File: config.mk
export PLATFORM = sky130hd
export DESIGN_NAME = pid_angle_controller_unit
export DESIGN_NICKNAME = d
export VERILOG_FILES = /design/src/rtl/core/pac_pkg.sv /design/src/rtl/core/pid_angle_controller_unit.sv /design/src/rtl/core/pac_div.sv /design/src/rtl/core/pac_datapath.sv /design/src/rtl/core/pac_ctrl.sv
export SDC_FILE = /design/constraint.sdc
export NUM_CORES = 2
export LEC_CHECK = 0
export BUFFER_PORTS_ARGS = -buffer_cell sky130_fd_sc_hd__buf_2
export CAP_MARGIN = 40
export CORE_MARGIN = 1
export CORE_UTILIZATION = 50
export CTS_CLUSTER_DIAMETER = 120
export CTS_CLUSTER_SIZE = 12
export DETAILED_ROUTE_END_ITERATION = 8
export GPL_TIMING_DRIVEN = 0
export PLACE_DENSITY_LB_ADDON = 0.05
export SLEW_MARGIN = 20
export SYNTH_ARGS = -nofsm -noshare
export SYNTH_HDL_FRONTEND = slang
export SYNTH_HIERARCHICAL = 1
export SYNTH_SLANG_ARGS = --single-unit
File: constraint.sdc
create_clock -name clk -period 19.8 [get_ports clk]
set_clock_uncertainty 0.05 [all_clocks]
set_input_delay 1.98 -clock clk [delete_from_list [all_inputs] [get_ports clk]]
set_output_delay 1.98 -clock clk [all_outputs]
set_load 0.05 [all_outputs]
File: src/rtl/core/pac_pkg.sv
package pac_pkg;

  localparam int unsigned AngW   = 32;  // angles, gains, error
  localparam int unsigned DtW    = 24;  // time step, Q0.24
  localparam int unsigned SumW   = 23;  // integral, bounded by +-50.0 in Q16.16
  localparam int unsigned OpW    = 33;  // multiplier operand
  localparam int unsigned ProdW  = 2 * OpW;
  localparam int unsigned TermW  = 48;  // P and I terms after the >>16
  localparam int unsigned DMagW  = 49;  // derivative magnitude, capped at 2^48
  localparam int unsigned DTermW = DMagW + 1;
  localparam int unsigned WideW  = 52;  // P + I + D before saturation
  localparam int unsigned DivW   = 72;  // |deriv_gain * diff| << 8
  localparam int unsigned DivSteps = DivW / 2;  // two quotient bits per cycle
  localparam int unsigned DivCntW  = $clog2(DivSteps);

  localparam logic signed [33:0] Ang180   = 34'sd11796480;
  localparam logic signed [33:0] Ang360   = 34'sd23592960;
  localparam logic signed [33:0] SumLimit = 34'sd3276800;

  localparam logic signed [WideW-1:0] WideMax = 52'sd2147483647;
  localparam logic signed [WideW-1:0] WideMin = -52'sd2147483648;

  typedef enum logic [1:0] {
    CfgPropGain  = 2'd0,
    CfgIntegGain = 2'd1,
    CfgDerivGain = 2'd2,
    CfgYawWrap   = 2'd3
  } cfg_index_t;

  typedef enum logic [1:0] {
    MulProp    = 2'd0,  // prop_gain * error
    MulInteg   = 2'd1,  // error * time_step
    MulIntTerm = 2'd2,  // integ_gain * error_sum
    MulDeriv   = 2'd3   // deriv_gain * (error - last_error)
  } mul_sel_t;

  typedef struct packed {
    logic     load;
    logic     err_en;
    logic     mul_en;
    mul_sel_t mul_sel;
    logic     p_en;
    logic     sum_en;
    logic     i_en;
    logic     div_start;
    logic     last_en;
    logic     out_en;
  } pac_cmd_t;

  typedef struct packed {
    logic dt_zero;
    logic hold;
    logic div_busy;
  } pac_status_t;

  function automatic logic signed [AngW-1:0] sat32(input logic signed [WideW-1:0] x);
    logic signed [AngW-1:0] r;
    if (x > WideMax) begin
      r = WideMax[AngW-1:0];
    end else if (x < WideMin) begin
      r = WideMin[AngW-1:0];
    end else begin
      r = x[AngW-1:0];
    end
    return r;
  endfunction

endpackage

File: src/rtl/core/pid_angle_controller_unit.sv
// Angle PID step in Q16.16. One item (target, measured, time step, hold) gives
// one drive beat. Items are processed one at a time: a normal step waits on
// the radix-4 divider that forms the derivative over the time step; a hold step
// skips the divider and a zero time step goes straight from the error to the
// result. A new item is accepted while the previous result still waits on
// out_stall. Gains and yaw_wrap must be written through the cfg port only while
// no item is in flight; the block itself does not enforce it. Reset clears them
// and the integral and previous-error state.
module pid_angle_controller_unit (
  input  logic                           clk,
  input  logic                           rst,
  input  logic                           cfg_write,
  input  logic [1:0]                     cfg_index,
  input  logic [pac_pkg::AngW-1:0]       cfg_data,
  input  logic                           in_valid,
  output logic                           in_stall,
  input  logic signed [pac_pkg::AngW-1:0] target_angle,
  input  logic signed [pac_pkg::AngW-1:0] measured_angle,
  input  logic [pac_pkg::DtW-1:0]        time_step,
  input  logic                           hold,
  output logic                           out_valid,
  input  logic                           out_stall,
  output logic signed [pac_pkg::AngW-1:0] drive
);
  import pac_pkg::*;

  pac_cmd_t    cmd;
  pac_status_t status;

  pac_ctrl u_ctrl (
    .clk       (clk),
    .rst       (rst),
    .in_valid  (in_valid),
    .in_stall  (in_stall),
    .out_valid (out_valid),
    .out_stall (out_stall),
    .status    (status),
    .cmd       (cmd)
  );

  pac_datapath u_datapath (
    .clk            (clk),
    .rst            (rst),
    .cfg_write      (cfg_write),
    .cfg_index      (cfg_index),
    .cfg_data       (cfg_data),
    .target_angle   (target_angle),
    .measured_angle (measured_angle),
    .time_step      (time_step),
    .hold           (hold),
    .cmd            (cmd),
    .status         (status),
    .drive          (drive)
  );

endmodule

File: src/rtl/core/pac_div.sv
module pac_div (
  input  logic                         clk,
  input  logic                         rst,
  input  logic                         start,
  input  logic [pac_pkg::DivW-1:0]     dividend,
  input  logic [pac_pkg::DtW-1:0]      divisor,
  output logic                         busy,
  output logic [pac_pkg::DivW-1:0]     quotient
);
  import pac_pkg::*;

  // restoring division, radix 4: dividend shifts out the top, quotient in at the bottom
  logic [DivW-1:0]    acc;
  logic [DtW-1:0]     rem;
  logic [DivCntW-1:0] count;

  logic [DtW:0]    r1, r2;
  logic [DtW:0]    r1s, r2s;
  logic            ge1, ge2;
  logic [DivW-1:0] acc_next;
  logic [DtW-1:0]  rem_next;

  always_comb begin
    r1  = {rem, acc[DivW-1]};
    ge1 = r1 >= {1'b0, divisor};
    r1s = ge1 ? r1 - {1'b0, divisor} : r1;
    r2  = {r1s[DtW-1:0], acc[DivW-2]};
    ge2 = r2 >= {1'b0, divisor};
    r2s = ge2 ? r2 - {1'b0, divisor} : r2;
    acc_next = {acc[DivW-3:0], ge1, ge2};
    rem_next = r2s[DtW-1:0];
  end

  always_ff @(posedge clk) begin
    if (rst) begin
      busy  <= 1'b0;
      count <= '0;
    end else if (start) begin
      busy  <= 1'b1;
      count <= DivCntW'(DivSteps - 1);
    end else if (busy) begin
      if (count == '0) begin
        busy <= 1'b0;
      end
      count <= count - 1'b1;
    end
  end

  always_ff @(posedge clk) begin
    if (start) begin
      acc <= dividend;
      rem <= '0;
    end else if (busy) begin
      acc <= acc_next;
      rem <= rem_next;
    end
  end

  assign quotient = acc;

endmodule

File: src/rtl/core/pac_datapath.sv
module pac_datapath (
  input  logic                          clk,
  input  logic                          rst,
  input  logic                          cfg_write,
  input  logic [1:0]                    cfg_index,
  input  logic [pac_pkg::AngW-1:0]      cfg_data,
  input  logic signed [pac_pkg::AngW-1:0] target_angle,
  input  logic signed [pac_pkg::AngW-1:0] measured_angle,
  input  logic [pac_pkg::DtW-1:0]       time_step,
  input  logic                          hold,
  input  pac_pkg::pac_cmd_t             cmd,
  output pac_pkg::pac_status_t          status,
  output logic signed [pac_pkg::AngW-1:0] drive
);
  import pac_pkg::*;

  // configuration
  logic signed [AngW-1:0] prop_gain, integ_gain, deriv_gain;
  logic                   yaw_wrap;

  // controller state
  logic signed [SumW-1:0] error_sum;
  logic signed [AngW-1:0] last_error;

  // item scratch
  logic signed [AngW-1:0]   tgt, meas, err;
  logic [DtW-1:0]           dt;
  logic                     hold_q;
  logic signed [ProdW-1:0]  prod;
  logic signed [TermW-1:0]  p_term, i_term;
  logic                     d_neg;

  logic signed [33:0]       raw_err, wrap_err;
  logic signed [OpW-1:0]    op_a, op_b;
  logic signed [33:0]       sum_wide, sum_clamped;
  logic [ProdW-1:0]         prod_abs;
  logic                     div_busy;
  logic [DivW-1:0]          quotient;
  logic [DMagW-1:0]         d_mag;
  logic signed [DTermW-1:0] d_term;
  logic signed [WideW-1:0]  total;

  always_ff @(posedge clk) begin
    if (rst) begin
      prop_gain  <= '0;
      integ_gain <= '0;
      deriv_gain <= '0;
      yaw_wrap   <= 1'b0;
    end else if (cfg_write) begin
      case (cfg_index_t'(cfg_index))
        CfgPropGain:  prop_gain  <= cfg_data;
        CfgIntegGain: integ_gain <= cfg_data;
        CfgDerivGain: deriv_gain <= cfg_data;
        CfgYawWrap:   yaw_wrap   <= cfg_data[0];
        default: ;
      endcase
    end
  end

  // error, one turn of yaw wrap, then held to 32 bits
  always_comb begin
    raw_err  = 34'(tgt) - 34'(meas);
    wrap_err = raw_err;
    if (yaw_wrap && raw_err > Ang180) begin
      wrap_err = raw_err - Ang360;
    end else if (yaw_wrap && raw_err < -Ang180) begin
      wrap_err = raw_err + Ang360;
    end
  end

  always_comb begin
    case (cmd.mul_sel)
      MulProp: begin
        op_a = OpW'(prop_gain);
        op_b = OpW'(err);
      end
      MulInteg: begin
        op_a = OpW'(err);
        op_b = $signed({{(OpW-DtW){1'b0}}, dt});
      end
      MulIntTerm: begin
        op_a = OpW'(integ_gain);
        op_b = OpW'(error_sum);
      end
      MulDeriv: begin
        op_a = OpW'(deriv_gain);
        op_b = OpW'(err) - OpW'(last_error);
      end
      default: begin
        op_a = '0;
        op_b = '0;
      end
    endcase
  end

  // integral step: floor(err*dt >> 24), then clamp to +-50.0
  always_comb begin
    sum_wide = 34'(error_sum) + 34'($signed(prod[56:24]));
    if (sum_wide > SumLimit) begin
      sum_clamped = SumLimit;
    end else if (sum_wide < -SumLimit) begin
      sum_clamped = -SumLimit;
    end else begin
      sum_clamped = sum_wide;
    end
  end

  assign prod_abs = prod[ProdW-1] ? ProdW'(-prod) : prod;

  pac_div u_div (
    .clk      (clk),
    .rst      (rst),
    .start    (cmd.div_start),
    .dividend ({prod_abs[63:0], 8'b0}),
    .divisor  (dt),
    .busy     (div_busy),
    .quotient (quotient)
  );

  always_comb begin
    d_mag  = (|quotient[DivW-1:DMagW-1]) ? {1'b1, {(DMagW-1){1'b0}}}
                                         : {1'b0, quotient[DMagW-2:0]};
    d_term = d_neg ? -$signed({1'b0, d_mag}) : $signed({1'b0, d_mag});
    total  = WideW'(p_term) + WideW'(i_term) + (hold_q ? '0 : WideW'(d_term));
  end

  always_ff @(posedge clk) begin
    if (rst) begin
      error_sum  <= '0;
      last_error <= '0;
    end else begin
      if (cmd.sum_en) begin
        error_sum <= sum_clamped[SumW-1:0];
      end
      if (cmd.last_en) begin
        last_error <= err;
      end
    end
  end

  always_ff @(posedge clk) begin
    if (cmd.load) begin
      tgt    <= target_angle;
      meas   <= measured_angle;
      dt     <= time_step;
      hold_q <= hold;
    end
    if (cmd.err_en) begin
      err <= sat32(WideW'(wrap_err));
    end
    if (cmd.mul_en) begin
      prod <= op_a * op_b;
    end
    if (cmd.p_en) begin
      p_term <= $signed(prod[63:16]);
    end
    if (cmd.i_en) begin
      i_term <= $signed(prod[63:16]);
    end
    if (cmd.div_start) begin
      d_neg <= prod[ProdW-1];
    end
    if (cmd.out_en) begin
      drive <= (dt == '0) ? '0 : sat32(total);
    end
  end

  assign status.dt_zero  = (dt == '0);
  assign status.hold     = hold_q;
  assign status.div_busy = div_busy;

endmodule

File: src/rtl/core/pac_ctrl.sv
module pac_ctrl (
  input  logic                 clk,
  input  logic                 rst,
  input  logic                 in_valid,
  output logic                 in_stall,
  output logic                 out_valid,
  input  logic                 out_stall,
  input  pac_pkg::pac_status_t status,
  output pac_pkg::pac_cmd_t    cmd
);
  import pac_pkg::*;

  typedef enum logic [9:0] {
    S_IDLE = 10'b0000000001,
    S_ERR  = 10'b0000000010,
    S_MP   = 10'b0000000100,
    S_MINT = 10'b0000001000,
    S_SUM  = 10'b0000010000,
    S_MI   = 10'b0000100000,
    S_DIVW = 10'b0001000000,
    S_MH   = 10'b0010000000,
    S_HI   = 10'b0100000000,
    S_DONE = 10'b1000000000
  } state_t;

  state_t state, state_next;
  logic   out_free;

  assign out_free = !out_valid || !out_stall;
  assign in_stall = (state != S_IDLE);

  always_comb begin
    cmd        = '0;
    cmd.mul_sel = MulProp;
    state_next = state;
    case (state)
      S_IDLE: begin
        if (in_valid) begin
          cmd.load   = 1'b1;
          state_next = S_ERR;
        end
      end
      S_ERR: begin
        cmd.err_en = 1'b1;
        state_next = status.dt_zero ? S_DONE : S_MP;
      end
      S_MP: begin
        cmd.mul_en  = 1'b1;
        cmd.mul_sel = MulProp;
        state_next  = status.hold ? S_MH : S_MINT;
      end
      S_MINT: begin
        cmd.p_en    = 1'b1;
        cmd.mul_en  = 1'b1;
        cmd.mul_sel = MulInteg;
        state_next  = S_SUM;
      end
      S_SUM: begin
        cmd.sum_en  = 1'b1;
        cmd.mul_en  = 1'b1;
        cmd.mul_sel = MulDeriv;
        state_next  = S_MI;
      end
      S_MI: begin
        // divider takes the D product while the multiplier moves on to I
        cmd.div_start = 1'b1;
        cmd.mul_en    = 1'b1;
        cmd.mul_sel   = MulIntTerm;
        cmd.last_en   = 1'b1;
        state_next    = S_DIVW;
      end
      S_DIVW: begin
        cmd.i_en = 1'b1;
        if (!status.div_busy) begin
          state_next = S_DONE;
        end
      end
      S_MH: begin
        cmd.p_en    = 1'b1;
        cmd.mul_en  = 1'b1;
        cmd.mul_sel = MulIntTerm;
        cmd.last_en = 1'b1;
        state_next  = S_HI;
      end
      S_HI: begin
        cmd.i_en   = 1'b1;
        state_next = S_DONE;
      end
      S_DONE: begin
        if (out_free) begin
          cmd.out_en = 1'b1;
          state_next = S_IDLE;
        end
      end
      default: begin
        state_next = S_IDLE;
      end
    endcase
  end

  always_ff @(posedge clk) begin
    if (rst) begin
      state     <= S_IDLE;
      out_valid <= 1'b0;
    end else begin
      state <= state_next;
      if (cmd.out_en) begin
        out_valid <= 1'b1;
      end else if (!out_stall) begin
        out_valid <= 1'b0;
      end
    end
  end

`ifndef SYNTH
  // a held result is never overwritten
  a_no_overwrite: assert property (@(posedge clk) disable iff (rst)
    cmd.out_en |-> !(out_valid && out_stall))
    else $error("result overwritten while stalled");

  // a new result beat only follows the final state
  a_valid_source: assert property (@(posedge clk) disable iff (rst)
    $rose(out_valid) |-> $past(state == S_DONE))
    else $error("out_valid rose outside S_DONE");

  // the divider is running for the first wait cycle
  a_div_started: assert property (@(posedge clk) disable iff (rst)
    (state == S_DIVW && $past(state == S_MI)) |-> status.div_busy)
    else $error("divider not started");

  // state is touched only on the normal or hold paths, never on a zero time step
  a_state_guard: assert property (@(posedge clk) disable iff (rst)
    (cmd.sum_en || cmd.last_en) |-> !status.dt_zero)
    else $error("state update on zero time step");
`endif

endmodule

* Yosys cells after proc, flatten, opt, wreduce, memory -nomap -nowiden
Cells that the tools add are included.
** Word-level totals
- Bits in registers :: 582
- Input bits :: 128
- Output and inout port bits :: 34
** Cells by class
- Order comparisons :: 10
- Eq/ne operators :: 21
- Multiply operators :: 1
- Add/subtract/negate cells :: 12
- Reduce and logical (&&, ||, !) cells :: 21
- Muxes and demuxes :: 41
** Operators by type and width (count)
- one-hot mux 33 bit (4 select lines) :: 2
- 2-to-1 mux 72 bit :: 2
- one-hot mux 10 bit (10 select lines) :: 1
- 2-to-1 mux 34 bit :: 2
- multiplier 33 x 33 -> 66 bit :: 1
- subtractor 32 x 32 -> 33 bit :: 2
- 2-to-1 mux 32 bit :: 2
- 2-to-1 mux 64 bit :: 1
- negation 64 bit :: 1
- adder 52 bit :: 1
- > comparator 52 x 32 -> 1 bit (second input constant) :: 1
- less-than comparator 52 x 32 -> 1 bit (second input constant) :: 1
- 2-to-1 mux 52 bit :: 1
- >= comparator 25 x 24 -> 1 bit :: 2
- 2-to-1 mux 50 bit :: 1
- negation 49 -> 50 bit :: 1
- adder 48 x 48 -> 49 bit :: 1
- 2-to-1 mux 49 bit :: 1
- 2-to-1 mux 24 bit :: 2
- subtractor 24 bit :: 2
- 2-to-1 mux 23 bit :: 2
- 2-to-1 mux 10 bit :: 4
- adder 23 x 33 -> 34 bit :: 1
- adder 34 x 26 -> 34 bit (second input constant) :: 1
- other kinds (39) :: 70

* Longest topological paths before layout
- Word-level depth :: 9
- Depth in mapped cells :: 45

* Modules after synthesis
Netlist, hierarchy kept.
** Modules (own cells, without submodules)
- pac_datapath :: cells an instance 7726, times used 1, area each 69330.2 µm²
- pac_div :: cells an instance 740, times used 1, area each 7447.1 µm²
- pac_ctrl :: cells an instance 77, times used 1, area each 684.4 µm²

* Worst setup path after synthesis
OpenSTA, ideal clock, no wires.
- Path kind :: flip-flop to flip-flop
- From :: register u_ctrl.state[0]
- To :: register u_datapath.prod[59], data pin
- Buffers on the path :: 5
- Setup slack :: 9054 ps
- Stages on the path, launching flop included :: 35
- Clock period less this slack :: 10746 ps
- Arrival :: 10434 ps
- Setup time :: 262 ps
- Cells stage by stage :: dfxtp_1 > buf_6 > nor4_4 > and2_2 > o21ai_0 > inv_1 > buf_1 > clkbuf_1 > mux2_2 > o21ai_0 > clkbuf_1 > clkbuf_1 > nor2_1 > fa_1 > inv_1 > fa_1 > inv_1 > fa_1 > fa_1 > fa_1 > fa_1 > fa_1 > inv_1 > fa_1 > inv_1 > ha_1 > a21o_1 > a21oi_1 > o21ai_0 > a21o_1 > or2_2 > nand3_1 > o21a_1 > o31ai_1 > xnor2_1
** RTL lines
- start, declared :: line pac_ctrl.sv:26 : state_t state, state_next;
- start signal, assigned :: line pac_ctrl.sv:106 : state <= state_next;
- end signal, assigned :: line pac_datapath.sv:152 : prod <= op_a * op_b;
- end, declared :: line pac_datapath.sv:29 : logic signed [ProdW-1:0] prod;

==> summary.txt <==
Status: complete, no violations
Worst R2R Setup Slack: 4670 ps
Cts hold-fix bufs: 0
Synth warn: 6
Most frequent cells in the layout: inv_1, nand2_1, fa_1
Cell area after layout: 84000 um^2
Area growth syn-to-layout: 8.40%
CTS tree: built
Fraction of layout cells with a size suffix above 1: 7.21%
Main combinational cell family by area after synthesis: adder cells
Yosys reg bits: 581
RSZ-0062 raised after global routing: no
Via Count: 65600
Worst Min Path Start: u_datapath/prop_gain[16]
Wirelength per Cell: 27.5 um
Mapped Cells: 8543
I/O pins: 162
Worst hold path class: reg -> reg
Largest area contributor in the netlist: fa_1
Initial core utilization: 50.3%
Fmax: 66.1 MHz
DRT Pass-1 Iters: 6
Clock insertion delay at the later pin of the skew report: 720 ps
CP max stage delay: 830 ps
I/O Buffers: 161
R2R cell count: 38
CP max stage cell: nor4b_1
Final Hold Fails: 0
Final period util: 76.4%
Final setup TNS: 0 ps
Worst reg2reg endpoint: u_datapath/prod[65]
Mux cell area share after synthesis: 3.07%
Largest net degree at the start of global routing: 51
Total GRT Usage: 38.6%
Worst Path Max Fanout: 10
Tmin final: 15130 ps
Share of flip-flops with an asynchronous set or reset: 0%
Die ar.: 157000 um^2
Top cell type's share of synthesized area: 29.2%
Synth Area in Compound Gates: 12.4%
Initial antenna violation count: 49
Seq/Total Area, Yosys: 20.0%
Post-synth EDFFs: 387
H-tree depth: 2
Root buffer cell: clkbuf_16
Adder-Cell Fraction of Synth Area: 36.7%
Core Area: 154000 um^2
Worst setup SP type: register
First-pass GRT wire length: 437 mm
Die H: 396 um
HPWL Detailed: 253 mm
Most common cell after layout, fill and taps aside: inv_1
Hold path depth: 2
PostCTS Resize Cnt: 0
Critical path buffers and inverters: 12
CP endpoint kind: register
Via density per instance: 5.97
Post-synthesis area per instance: 9.07 um^2
CP Data Required Time: 20110 ps
Worst slew pin tran: 982 ps
Vias in the first global route: 64800
# rows: 144
Worst-path clk slew: 70 ps
Synth top area cells: fa_1, edfxtp_1, ha_1
Prevailing post-synth register cell: edfxtp_1
CTS Sinks: 581
DRT antenna net count: 0
Crit path DAT: 15450 ps
Synth Cell Area: 77500 um^2
Leak: 38.0 nW
Final core occ: 54.6%
Post-DP Area: 82100 um^2
Gp weighted congestion: 1.06
TritonCTS Buffers: 55
Clk buf depth: 3
Inst Count DP: 10900
Iter 0 DRT Violations: 6717
Synth unique cells: 114
Post-Route WL: 302 mm
Chip Width: 396 um
Post-Synth XOR/XNOR Area: 3.93%
Hold EP: u_datapath/prop_gain[16]
Pwr dens: 75.1 nW/um^2
Postcts setup bufs: 0
R2r startpoint: u_ctrl/state[7]
Grt ovf: 0
Simple-gate share of the synthesized area: 15.1%
Slew margin rel.: 34.1%
Setup Crit Path Kind: reg -> reg
Worst hold slack: 402 ps
Max VDD drop: 0.000121 V
Max-slew violation count: 0
Nets@finish: 10600
Cell family with the largest share of critical-path delay: adder cells
Final Setup Violations: 0
Post-Layout Cell Count: 11000
Residual DRC count: 0
Max Cap Viol: 0
Most frequent CP cell: fa_1
## Yosys cell counts (40+ instances only)
cell type,count
fa_1,1129
nand2b_1,77
clkbuf_1,336
nor2_1,655
mux2_2,127
nand2_1,1150
edfxtp_1,387
dfxtp_1,194
nand4_1,56
o21ai_0,279
xor2_1,116
o31ai_1,82
and3_1,44
mux2i_1,63
inv_1,1378
or3_1,52
a211oi_1,40
ha_1,468
a21o_1,181
and2_1,76
nor4_1,44
o21bai_1,43
nor3_1,128
a31oi_1,46
nand3_1,100
o21a_1,75
xnor2_1,232
a21oi_1,415
## logic make-up after synthesis
group | after synthesis
simple gates | 2577
buf+inv | 1775
mux | 204
xor+xnor | 348
fa+ha+maj | 1597
other cells | 1
compound gates | 1460
flops | 581
## cell type report
class	instances	area (um^2)
Antenna cell	23	57.6
Buffer	395	1590
Clock buffer	74	1450
Clock inverter	6	103
Fill cell	14700	69900
Inverter	1380	5180
Multi-Input combinational cell	6194	55300
Sequential cell	581	15500
Tap cell	2044	2560
Timing Repair Buffer	287	2190
## state kept, by name, indices dropped and copies added (netlist names), 6 cells and up
name	count
u_datapath/prop_gain	32
u_ctrl/state	10
u_datapath/prod	65
u_datapath/integ_gain	32
u_datapath/dt	24
u_datapath/i_term	48
u_datapath/meas	32
u_datapath/error_sum	23
u_datapath/p_term	48
u_datapath/u_div/quotient	72
u_datapath/u_div/count	6
u_datapath/u_div/rem	24
u_datapath/err	32
u_datapath/deriv_gain	32
u_datapath/drive	32
u_datapath/last_error	32
u_datapath/tgt	32
## worst min-delay path, stage by stage, from the launching register on
cell	delay (ps)
dfxtp_1	310
nand2_1	50
a21oi_1	50
## metrics by stage
step | setup WS, ps | total power, mW
floorplan | 9050 | 3.93
global placement | 2390 | 5.16
detailed placement | 5280 | 5.23
CTS | 5200 | 6.25
global route | 4570 | 6.73
finish | 4670 | 6.30
## where the power goes
group / switching, mW / internal [mW] / total (mW) / leakage (nW)
logic: 2.48 / 1.34 / 3.83 / 32.2
clock network: 0.493 / 0.510 / 1.00 / 0.747
registers: 0.0460 / 1.43 / 1.47 / 5.10
total: 3.02 / 3.28 / 6.30 / 38.0
## layer usage
layer	wire length, um	vias up	GRT usage, %	part of all wire [%]
li1	-	28700	-	-
met4	23900	34	24.8	7.9
met3	28500	892	9.24	9.4
met1	119000	32700	49.7	40
met5	237	-	0	0.079
met2	130000	3228	58.2	43
## worst max-delay path by stage
stage | start | to | slack (ps) | depth (start not counted)
floorplan | u_ctrl/state[0] | u_datapath/prod[59] | 9050 | 34
global placement | u_datapath/err[0] | u_datapath/prod[65] | 2390 | 38
detailed placement | u_ctrl/state[7] | u_datapath/prod[65] | 5280 | 38
CTS | u_ctrl/state[7] | u_datapath/prod[65] | 5200 | 38
global route | u_ctrl/state[7] | u_datapath/prod[65] | 4570 | 36
finish | u_ctrl/state[7] | u_datapath/prod[65] | 4670 | 38
No activity file was read; power rests on OpenSTA's default activity.
